<file path="config.mk">
export PLATFORM = sky130hd
export DESIGN_NAME = referee_frame_receiver_flat
export DESIGN_NICKNAME = d
export VERILOG_FILES = /design/src/rtl/rfr_pkg.sv /design/src/rtl/rfr_in_if.sv /design/src/rtl/rfr_out_if.sv /design/src/rtl/referee_frame_receiver.sv /design/src/flat_wrapper.sv
export SDC_FILE = /design/constraint.sdc
export NUM_CORES = 1
export LEC_CHECK = 0
export BUFFER_PORTS_ARGS = -buffer_cell sky130_fd_sc_hd__buf_2
export CAP_MARGIN = 20
export CORE_MARGIN = 2
export CORE_UTILIZATION = 59
export CTS_CLUSTER_DIAMETER = 150
export DETAILED_ROUTE_END_ITERATION = 7
export PLACE_DENSITY = 0.8
export SYNTH_ARGS = -nofsm -noshare
export SYNTH_HDL_FRONTEND = slang
export SYNTH_SLANG_ARGS = --single-unit
</file>
<file path="constraint.sdc">
create_clock -name clk -period 7.82 [get_ports clk]
set_clock_uncertainty 0.2 [all_clocks]
set_input_delay 2.346 -clock clk [delete_from_list [all_inputs] [get_ports clk]]
set_output_delay 2.346 -clock clk [all_outputs]
set_load 0.03 [all_outputs]
</file>
<file path="src/rtl/rfr_pkg.sv">
// Shared types, codes and CRC step functions for the referee frame receiver.
package rfr_pkg;

    // Frame start byte and CRC seeds
    localparam logic [7:0]  SOF_BYTE     = 8'hA5;
    localparam logic [7:0]  HDR_CRC_SEED = 8'hFF;
    localparam logic [15:0] CRC16_INIT   = 16'hFFFF;
    localparam logic [7:0]  CRC8_POLY    = 8'h8C;
    localparam logic [15:0] CRC16_POLY   = 16'h8408;

    // Position of the header CRC-8 byte, after start byte, two length bytes and sequence
    localparam int unsigned HDR_LAST = 4;

    // Known command ids
    localparam logic [15:0] CMD_GAME_STATUS  = 16'h0201;
    localparam logic [15:0] CMD_POWER_HEAT   = 16'h0202;
    localparam logic [15:0] CMD_ROBOT_HURT   = 16'h0206;
    localparam logic [15:0] CMD_SHOOT_DATA   = 16'h0207;

    typedef enum logic [2:0] {
        PH_HUNT    = 3'd0,
        PH_HEADER  = 3'd1,
        PH_CMD     = 3'd2,
        PH_PAYLOAD = 3'd3,
        PH_TAIL    = 3'd4
    } phase_t;

    typedef enum logic {
        ACT_BYTE = 1'b0,
        ACT_IDLE = 1'b1
    } action_t;

    typedef enum logic {
        KIND_PAYLOAD = 1'b0,
        KIND_STATUS  = 1'b1
    } kind_t;

    typedef enum logic [1:0] {
        ST_OK        = 2'd0,
        ST_HDR_CRC   = 2'd1,
        ST_TAIL_CRC  = 2'd2,
        ST_LEN_LARGE = 2'd3
    } status_t;

    typedef enum logic [2:0] {
        CLS_OTHER       = 3'd0,
        CLS_GAME_STATUS = 3'd1,
        CLS_ROBOT_HURT  = 3'd2,
        CLS_SHOOT_DATA  = 3'd3,
        CLS_POWER_HEAT  = 3'd4
    } class_t;

    // Reflected CRC-8 update over one byte
    function automatic logic [7:0] crc8_next(input logic [7:0] crc, input logic [7:0] b);
        logic [7:0] c;
        c = crc ^ b;
        for (int i = 0; i < 8; i++) begin
            c = c[0] ? ((c >> 1) ^ CRC8_POLY) : (c >> 1);
        end
        return c;
    endfunction

    // Reflected CRC-16 update over one byte
    function automatic logic [15:0] crc16_next(input logic [15:0] crc, input logic [7:0] b);
        logic [15:0] c;
        c = crc ^ {8'h00, b};
        for (int i = 0; i < 8; i++) begin
            c = c[0] ? ((c >> 1) ^ CRC16_POLY) : (c >> 1);
        end
        return c;
    endfunction

    // Map a command id onto its class code
    function automatic class_t classify(input logic [15:0] id);
        class_t cls;
        case (id)
            CMD_GAME_STATUS: cls = CLS_GAME_STATUS;
            CMD_ROBOT_HURT:  cls = CLS_ROBOT_HURT;
            CMD_SHOOT_DATA:  cls = CLS_SHOOT_DATA;
            CMD_POWER_HEAT:  cls = CLS_POWER_HEAT;
            default:         cls = CLS_OTHER;
        endcase
        return cls;
    endfunction

endpackage

</file>
<file path="src/rtl/rfr_in_if.sv">
// Input channel: one received byte or a line idle marker per item.
interface rfr_in_if;
    logic       valid;
    logic       ready;
    logic       action;
    logic [7:0] rx_byte;

    modport source (output valid, output action, output rx_byte, input ready);
    modport sink   (input valid, input action, input rx_byte, output ready);
endinterface

</file>
<file path="src/rtl/rfr_out_if.sv">
// Output channel: a payload byte or a frame end status per item.
interface rfr_out_if;
    logic        valid;
    logic        ready;
    logic        result_kind;
    logic [7:0]  payload_byte;
    logic [7:0]  payload_offset;
    logic [15:0] command_id;
    logic [15:0] frame_length;
    logic [1:0]  frame_status;
    logic [2:0]  command_class;

    modport source (output valid, output result_kind, output payload_byte,
                    output payload_offset, output command_id, output frame_length,
                    output frame_status, output command_class, input ready);
    modport sink   (input valid, input result_kind, input payload_byte,
                    input payload_offset, input command_id, input frame_length,
                    input frame_status, input command_class, output ready);
endinterface

</file>
<file path="src/rtl/referee_frame_receiver.sv">
// Referee serial frame receiver: start hunt, header and tail CRC checks, payload stream.
//
// Usage:
//   in_ch carries one item per received byte (action 0) or a line idle marker
//   (action 1) which abandons any partial frame without a result.
//   out_ch carries at most one item per input item: each payload byte as it
//   arrives (result_kind 0), and one status item at frame end (result_kind 1).
//   A status item ends the frame on a bad header CRC, an over-long length or
//   after the two tail CRC bytes. Drop a frame's payload unless its status is 0.
//   Output: a result is registered onto out_ch in the cycle after its input item is taken.
//   Throughput: one input item per cycle unless the output register stalls; the
//   parse state and both CRC updates are combinational on the state registers.
//   Back-pressure: a single output register holds the pending result; in_ch
//   stays ready while that register is empty or is being emptied in the same
//   cycle, so a stalled receiver stalls the input after one pending result.
//   Reset: the parser returns to hunting for the start byte, CRCs go to their
//   seeds, held length and command id clear and the output register empties.
module referee_frame_receiver #(
    parameter int unsigned MAX_PAYLOAD = 255
) (
    input  logic       clk,
    input  logic       rst_n,
    rfr_in_if.sink     in_ch,
    rfr_out_if.source  out_ch
);

    // Counter wide enough for the header position and any legal payload index
    localparam int unsigned PAY_W = $clog2(MAX_PAYLOAD + 1);
    localparam int unsigned CNT_W = (PAY_W > 3) ? PAY_W : 3;

    rfr_pkg::phase_t     phase_reg, phase_next;
    logic [CNT_W-1:0]    byte_count_reg, byte_count_next;
    logic [7:0]          header_crc_reg, header_crc_next;
    logic [15:0]         frame_crc_reg, frame_crc_next;
    logic [15:0]         length_hold_reg, length_hold_next;
    logic [15:0]         command_hold_reg, command_hold_next;
    logic [7:0]          tail_low_hold_reg, tail_low_hold_next;

    logic                out_valid_reg;
    rfr_pkg::kind_t      kind_reg, kind_next;
    logic [7:0]          pbyte_reg, pbyte_next;
    logic [7:0]          poff_reg, poff_next;
    logic [15:0]         cmd_reg, cmd_next;
    logic [15:0]         flen_reg, flen_next;
    rfr_pkg::status_t    status_reg, status_next;
    rfr_pkg::class_t     class_reg, class_next;

    logic                in_fire;
    logic                res_fire;
    logic [7:0]          b;
    logic [CNT_W-1:0]    cnt_inc;
    logic [15:0]         cnt_ext;
    logic [7:0]          hcrc_step;
    logic [15:0]         fcrc_step;

    // Accept while the output register is free or being emptied
    assign in_ch.ready = !out_valid_reg || out_ch.ready;
    assign in_fire     = in_ch.valid && in_ch.ready;
    assign b           = in_ch.rx_byte;
    assign cnt_inc     = byte_count_reg + CNT_W'(1);
    assign cnt_ext     = 16'(byte_count_reg);
    assign hcrc_step   = rfr_pkg::crc8_next(header_crc_reg, b);
    assign fcrc_step   = rfr_pkg::crc16_next(frame_crc_reg, b);

    // Parse one item: next state and the result it causes
    always_comb
    begin
        phase_next         = phase_reg;
        byte_count_next    = byte_count_reg;
        header_crc_next    = header_crc_reg;
        frame_crc_next     = frame_crc_reg;
        length_hold_next   = length_hold_reg;
        command_hold_next  = command_hold_reg;
        tail_low_hold_next = tail_low_hold_reg;
        res_fire           = 1'b0;
        kind_next          = rfr_pkg::KIND_STATUS;
        pbyte_next         = 8'h00;
        poff_next          = 8'h00;
        cmd_next           = 16'h0000;
        flen_next          = length_hold_reg;
        status_next        = rfr_pkg::ST_OK;
        class_next         = rfr_pkg::CLS_OTHER;

        if (in_fire) begin
            if (in_ch.action == rfr_pkg::ACT_IDLE) begin
                phase_next      = rfr_pkg::PH_HUNT;
                byte_count_next = '0;
                header_crc_next = rfr_pkg::HDR_CRC_SEED;
                frame_crc_next  = rfr_pkg::CRC16_INIT;
            end
            else begin
                unique case (phase_reg)
                    rfr_pkg::PH_HEADER:
                    begin
                        if (byte_count_reg < CNT_W'(rfr_pkg::HDR_LAST)) begin
                            header_crc_next = hcrc_step;
                            frame_crc_next  = fcrc_step;
                            if (byte_count_reg == CNT_W'(1)) begin
                                length_hold_next = {8'h00, b};
                            end
                            else if (byte_count_reg == CNT_W'(2)) begin
                                length_hold_next = {b, length_hold_reg[7:0]};
                            end
                            byte_count_next = cnt_inc;
                        end
                        else if (b != header_crc_reg ||
                                 length_hold_reg > 16'(MAX_PAYLOAD)) begin
                            // Drop the frame with a header status
                            res_fire        = 1'b1;
                            status_next     = (b != header_crc_reg) ? rfr_pkg::ST_HDR_CRC
                                                                    : rfr_pkg::ST_LEN_LARGE;
                            phase_next      = rfr_pkg::PH_HUNT;
                            byte_count_next = '0;
                            header_crc_next = rfr_pkg::HDR_CRC_SEED;
                            frame_crc_next  = rfr_pkg::CRC16_INIT;
                        end
                        else begin
                            frame_crc_next  = fcrc_step;
                            phase_next      = rfr_pkg::PH_CMD;
                            byte_count_next = '0;
                        end
                    end

                    rfr_pkg::PH_CMD:
                    begin
                        frame_crc_next = fcrc_step;
                        if (byte_count_reg == '0) begin
                            command_hold_next = {8'h00, b};
                            byte_count_next   = CNT_W'(1);
                        end
                        else begin
                            command_hold_next = {b, command_hold_reg[7:0]};
                            byte_count_next   = '0;
                            phase_next        = (length_hold_reg == 16'h0000) ?
                                                rfr_pkg::PH_TAIL : rfr_pkg::PH_PAYLOAD;
                        end
                    end

                    rfr_pkg::PH_PAYLOAD:
                    begin
                        // Deliver the byte at once
                        frame_crc_next = fcrc_step;
                        res_fire       = 1'b1;
                        kind_next      = rfr_pkg::KIND_PAYLOAD;
                        pbyte_next     = b;
                        poff_next      = cnt_ext[7:0];
                        cmd_next       = command_hold_reg;
                        if (16'(cnt_inc) >= length_hold_reg) begin
                            byte_count_next = '0;
                            phase_next      = rfr_pkg::PH_TAIL;
                        end
                        else begin
                            byte_count_next = cnt_inc;
                        end
                    end

                    rfr_pkg::PH_TAIL:
                    begin
                        if (byte_count_reg == '0) begin
                            tail_low_hold_next = b;
                            byte_count_next    = CNT_W'(1);
                        end
                        else begin
                            res_fire = 1'b1;
                            cmd_next = command_hold_reg;
                            if (tail_low_hold_reg == frame_crc_reg[7:0] &&
                                b == frame_crc_reg[15:8]) begin
                                class_next = rfr_pkg::classify(command_hold_reg);
                            end
                            else begin
                                status_next = rfr_pkg::ST_TAIL_CRC;
                            end
                            phase_next      = rfr_pkg::PH_HUNT;
                            byte_count_next = '0;
                            header_crc_next = rfr_pkg::HDR_CRC_SEED;
                            frame_crc_next  = rfr_pkg::CRC16_INIT;
                        end
                    end

                    default:
                    begin
                        // Hunt for the start byte
                        phase_next      = rfr_pkg::PH_HUNT;
                        byte_count_next = '0;
                        header_crc_next = rfr_pkg::HDR_CRC_SEED;
                        frame_crc_next  = rfr_pkg::CRC16_INIT;
                        if (b == rfr_pkg::SOF_BYTE) begin
                            header_crc_next = rfr_pkg::crc8_next(rfr_pkg::HDR_CRC_SEED, b);
                            frame_crc_next  = rfr_pkg::crc16_next(rfr_pkg::CRC16_INIT, b);
                            phase_next      = rfr_pkg::PH_HEADER;
                            byte_count_next = CNT_W'(1);
                        end
                    end
                endcase
            end
        end
    end

    // Hold the parse state
    always_ff @(posedge clk or negedge rst_n)
    begin
        if (!rst_n) begin
            phase_reg         <= rfr_pkg::PH_HUNT;
            byte_count_reg    <= '0;
            header_crc_reg    <= rfr_pkg::HDR_CRC_SEED;
            frame_crc_reg     <= rfr_pkg::CRC16_INIT;
            length_hold_reg   <= 16'h0000;
            command_hold_reg  <= 16'h0000;
            tail_low_hold_reg <= 8'h00;
        end
        else begin
            phase_reg         <= phase_next;
            byte_count_reg    <= byte_count_next;
            header_crc_reg    <= header_crc_next;
            frame_crc_reg     <= frame_crc_next;
            length_hold_reg   <= length_hold_next;
            command_hold_reg  <= command_hold_next;
            tail_low_hold_reg <= tail_low_hold_next;
        end
    end

    // Advance the output valid flag
    always_ff @(posedge clk or negedge rst_n)
    begin
        if (!rst_n) begin
            out_valid_reg <= 1'b0;
        end
        else if (in_fire && res_fire) begin
            out_valid_reg <= 1'b1;
        end
        else if (out_ch.ready) begin
            out_valid_reg <= 1'b0;
        end
    end

    // Load the result payload
    always_ff @(posedge clk)
    begin
        if (in_fire && res_fire) begin
            kind_reg   <= kind_next;
            pbyte_reg  <= pbyte_next;
            poff_reg   <= poff_next;
            cmd_reg    <= cmd_next;
            flen_reg   <= flen_next;
            status_reg <= status_next;
            class_reg  <= class_next;
        end
    end

    assign out_ch.valid          = out_valid_reg;
    assign out_ch.result_kind    = kind_reg;
    assign out_ch.payload_byte   = pbyte_reg;
    assign out_ch.payload_offset = poff_reg;
    assign out_ch.command_id     = cmd_reg;
    assign out_ch.frame_length   = flen_reg;
    assign out_ch.frame_status   = status_reg;
    assign out_ch.command_class  = class_reg;

`ifndef ASSERT_OFF
    // A class is only reported for a frame that passed every check
    a_class_ok: assert property (@(posedge clk) disable iff (!rst_n)
        out_valid_reg && class_reg != rfr_pkg::CLS_OTHER |->
            kind_reg == rfr_pkg::KIND_STATUS && status_reg == rfr_pkg::ST_OK)
        else $error("command class reported on a bad or payload item");

    // Payload items always carry a clean status
    a_payload_clean: assert property (@(posedge clk) disable iff (!rst_n)
        out_valid_reg && kind_reg == rfr_pkg::KIND_PAYLOAD |->
            status_reg == rfr_pkg::ST_OK)
        else $error("payload item with non-zero status");

    // Payload phase only with a checked, non-empty length
    a_payload_len: assert property (@(posedge clk) disable iff (!rst_n)
        phase_reg == rfr_pkg::PH_PAYLOAD |->
            length_hold_reg != 16'h0000 && length_hold_reg <= 16'(MAX_PAYLOAD)
            && 16'(byte_count_reg) < length_hold_reg)
        else $error("payload phase with bad length or count");

    // An empty output register never blocks the input
    a_ready_free: assert property (@(posedge clk) disable iff (!rst_n)
        !out_valid_reg |-> in_ch.ready)
        else $error("input stalled with empty output register");
`endif

endmodule
</file>
<file path="src/flat_wrapper.sv">
// flat-port wrapper written by rule: the top's interface ports become plain ports
module referee_frame_receiver_flat 
#(
    parameter int unsigned MAX_PAYLOAD = 255
)
  (clk, rst_n, in_ch_valid, in_ch_action, in_ch_rx_byte, in_ch_ready, out_ch_valid, out_ch_result_kind, out_ch_payload_byte, out_ch_payload_offset, out_ch_command_id, out_ch_frame_length, out_ch_frame_status, out_ch_command_class, out_ch_ready);
  rfr_in_if in_ch_i ();
  rfr_out_if out_ch_i ();
  input  logic clk;
  input  logic rst_n;
  input wire logic [$bits(in_ch_i.valid)-1:0] in_ch_valid;
  input wire logic [$bits(in_ch_i.action)-1:0] in_ch_action;
  input wire logic [$bits(in_ch_i.rx_byte)-1:0] in_ch_rx_byte;
  output wire logic [$bits(in_ch_i.ready)-1:0] in_ch_ready;
  output wire logic [$bits(out_ch_i.valid)-1:0] out_ch_valid;
  output wire logic [$bits(out_ch_i.result_kind)-1:0] out_ch_result_kind;
  output wire logic [$bits(out_ch_i.payload_byte)-1:0] out_ch_payload_byte;
  output wire logic [$bits(out_ch_i.payload_offset)-1:0] out_ch_payload_offset;
  output wire logic [$bits(out_ch_i.command_id)-1:0] out_ch_command_id;
  output wire logic [$bits(out_ch_i.frame_length)-1:0] out_ch_frame_length;
  output wire logic [$bits(out_ch_i.frame_status)-1:0] out_ch_frame_status;
  output wire logic [$bits(out_ch_i.command_class)-1:0] out_ch_command_class;
  input wire logic [$bits(out_ch_i.ready)-1:0] out_ch_ready;
  assign in_ch_i.valid = in_ch_valid;
  assign in_ch_i.action = in_ch_action;
  assign in_ch_i.rx_byte = in_ch_rx_byte;
  assign in_ch_ready = in_ch_i.ready;
  assign out_ch_valid = out_ch_i.valid;
  assign out_ch_result_kind = out_ch_i.result_kind;
  assign out_ch_payload_byte = out_ch_i.payload_byte;
  assign out_ch_payload_offset = out_ch_i.payload_offset;
  assign out_ch_command_id = out_ch_i.command_id;
  assign out_ch_frame_length = out_ch_i.frame_length;
  assign out_ch_frame_status = out_ch_i.frame_status;
  assign out_ch_command_class = out_ch_i.command_class;
  assign out_ch_i.ready = out_ch_ready;
  referee_frame_receiver #(.MAX_PAYLOAD(MAX_PAYLOAD)) u_core (.clk(clk), .rst_n(rst_n), .in_ch(in_ch_i), .out_ch(out_ch_i));
endmodule
</file>
==> results_dict.tcl <==
set metrics [dict create \
    status "completed" \
    power.leakage_nw 3.08 \
    num-nets-final 638 \
    start_kind "input port" \
    floorplan.initialDensity_pct 60.1 \
    hold_violations 0 \
    holdCritPathClass "reg -> reg" \
    grt_pass1_wl_mm 22.4 \
    drt_iter0_markers 315 \
    critPathArrivalTime_ns 2.80 \
    yosys.area_share.simple_pct 14.9 \
    die_w_um 109 \
    yosys_most_used_dff "edfxtp_1" \
    ctsResizeCount 0 \
    synth_area_um2 6490 \
    synthDistinctLibCells 61 \
    post_cts_buffers 0 \
    max_freq_mhz 187 \
    synth_xor_area_share_pct 10.5 \
    finalSetupTns_ns 0 \
    insertion_delay_ns 0.54 \
    antenna_left 0 \
    groute.usage.overall_pct 25.5 \
    fin_ws_ns 2.47 \
    via_per_inst 5.93 \
    wire_per_inst_um 18.7 \
    power_density_nw_per_um2 213 \
    n_antenna_cell 0 \
    yosys_warnings 0 \
    path_clk_slew_ns 0.06 \
    drc_errors 0 \
    die_h_um 109 \
    crit_top_cell "buf_2" \
    final_area_um2 7510 \
    die-area_um2 11800 \
    cts_made_buffers 17 \
    hpwl_mm 9.20 \
    routed_wirelength_mm 14.4 \
    cp_max_fo 3 \
    cts_root_buffer "clkbuf_8" \
    synth-seq-cells 130 \
    cts_hold_buffers 0 \
    critical_path.top_delay_family "buffers and inverters" \
    post-route-min-period_ns 5.35 \
    crit_chain "buf_2 > nand2b_1 > buf_2" \
    grt_pass1_vias 4384 \
    path_buf_inv 2 \
    use_met1_pct 33.8 \
    gp_congestion 0.913 \
    grt_max_degree 77 \
    core_area_um2 10800 \
    cts_buffer_depth 2 \
    dr.pass1.iters 5 \
    synth_mux_area_share_pct 5.40 \
    yosys-top-cells-area "edfxtp_1 (25%), dfrtp_1 (20%), dfstp_2 (9.7%), xnor2_1 (7.2%), mux2_2 (4.2%)" \
    syn2layout_area_growth_pct 15.8 \
    drv_slew 0 \
    syn_nets 576 \
    postSynthCellCount 551 \
    worstSetupPathType "in -> out" \
    max_cap_viol_count 0 \
    row_count 38 \
    rsz0062_at_grt "false" \
    vias 4542 \
    async_flop_share_pct 58.5 \
    place_area_um2 6900 \
    synth_top_family_by_area "simple AND/OR/NAND/NOR gates" \
    grtUsageMet2_pct 42.0 \
    max_stage_delay_ns 0.19 \
    overflow 0 \
    antenna_found_initial 0 \
    synth_compound_area_share_pct 8.93 \
    grt.busiest_layer "met2" \
    synth_top_area_share_pct 25.0 \
    synth_most_common_cell "edfxtp_1" \
    post-place-ws_ns 2.48 \
    synth.largest_area_cell "edfxtp_1" \
    pin_count 69 \
    worst_pin_slew_ns 0.972 \
    synth-edff-count 54 \
    end_kind "output pin" \
    cts_htree_levels 4 \
    cts_num_sinks 130 \
    required_ns 5.27 \
    ir_drop_mv 0.116 \
    post_synth_fa_ha_maj_area_fraction_pct 2.31 \
    finalSetupViolations 0 \
    ys_top_cells_by_count "edfxtp_1 (54), xnor2_1 (53), dfrtp_1 (52)" \
    drive_above_1_share_pct 27.6 \
    min_period_over_period_pct 68.4 \
    maxSlewHeadroom_pct 35.2 \
    cts_tree "built" \
    use_met3_pct 5.62 \
    holdWs_ns 0.284 \
    avgSynthCellArea_um2 11.8 \
    crit_slowest_cell "buf_2" \
    yosysSeqAreaShare_pct 54.8 \
    io_buffer_count 68 \
]
==> power by group <==
part,total [mW],internal [mW],switching (mW)
Clock,0.815,0.495,0.320
Combinational,0.0715,0.0257,0.0457
Sequential,0.711,0.709,0.00152
==> path summary, 6_finish.rpt <==
check                                                     start                                       to  slack (ns)  cells past startpoint
hold reg to reg                 u_core.flen_next[9]$_DFFE_PN0P_  u_core.out_ch.frame_length[9]$_DFFE_PP_        0.28                      0
min in group asynchronous                                 rst_n  u_core.tail_low_hold_reg[3]$_DFFE_PN0P_        1.86                      2
setup / recovery                                   out_ch_ready                              in_ch_ready        2.47                      3
max in group asynchronous                                 rst_n     u_core.byte_count_reg[0]$_DFFE_PN0P_        4.94                      2
hold / removal                  u_core.flen_next[9]$_DFFE_PN0P_  u_core.out_ch.frame_length[9]$_DFFE_PP_        0.28                      0
setup reg to reg           u_core.byte_count_reg[0]$_DFFE_PN0P_     u_core.byte_count_reg[0]$_DFFE_PN0P_        4.59                     11
==> cell families after synthesis <==
logic type	Yosys count
fa+ha+maj	12
flops	130
mux	32
compound gates	79
buf+inv	48
xor+xnor	71
simple gates	179
==> cell type report <==
class	instances	area (um2)
tap	140	175
timing repair buffer	70	355
clock inverter	15	194
multi-input combinational	373	2740
clock buffer	17	414
fill	765	3280
inverter	21	78.8
sequential	130	3550
==> layer usage <==
layer  vias up  part of all wire [%]
met5         -                     0
met4         0                   1.3
met3        17                   5.5
met2       160                    50
met1      2297                    44
li1       2068                     -
==> placed cells by master (no fill, tap or decap), drive strengths merged, types with 4 or more instances in the layout <==
master	instances
nand4	6
inv	28
mux2i	8
and3	7
nand2	43
ha	12
nor4	10
dfstp	24
o21ai	14
a2bb2oi	4
edfxtp	54
nor2	44
clkinv	4
clkbuf	17
buf	70
nor3	9
a22o	7
nand3	8
xor2	12
xnor2	59
nand2b	4
mux2	24
a21oi	19
nand3b	6
dfrtp	52
o22a	9
and2	32
==> stage by stage <==
stage	power [mW]	std cells	utilization, %
finish	1.60	766	69.6
CTS	1.60	766	69.6
global placement	0.793	734	64.0
detailed placement	0.794	734	64.0
global route	1.64	766	69.6
floorplan	0.773	551	-
Power figures use the tool's default switching activity.
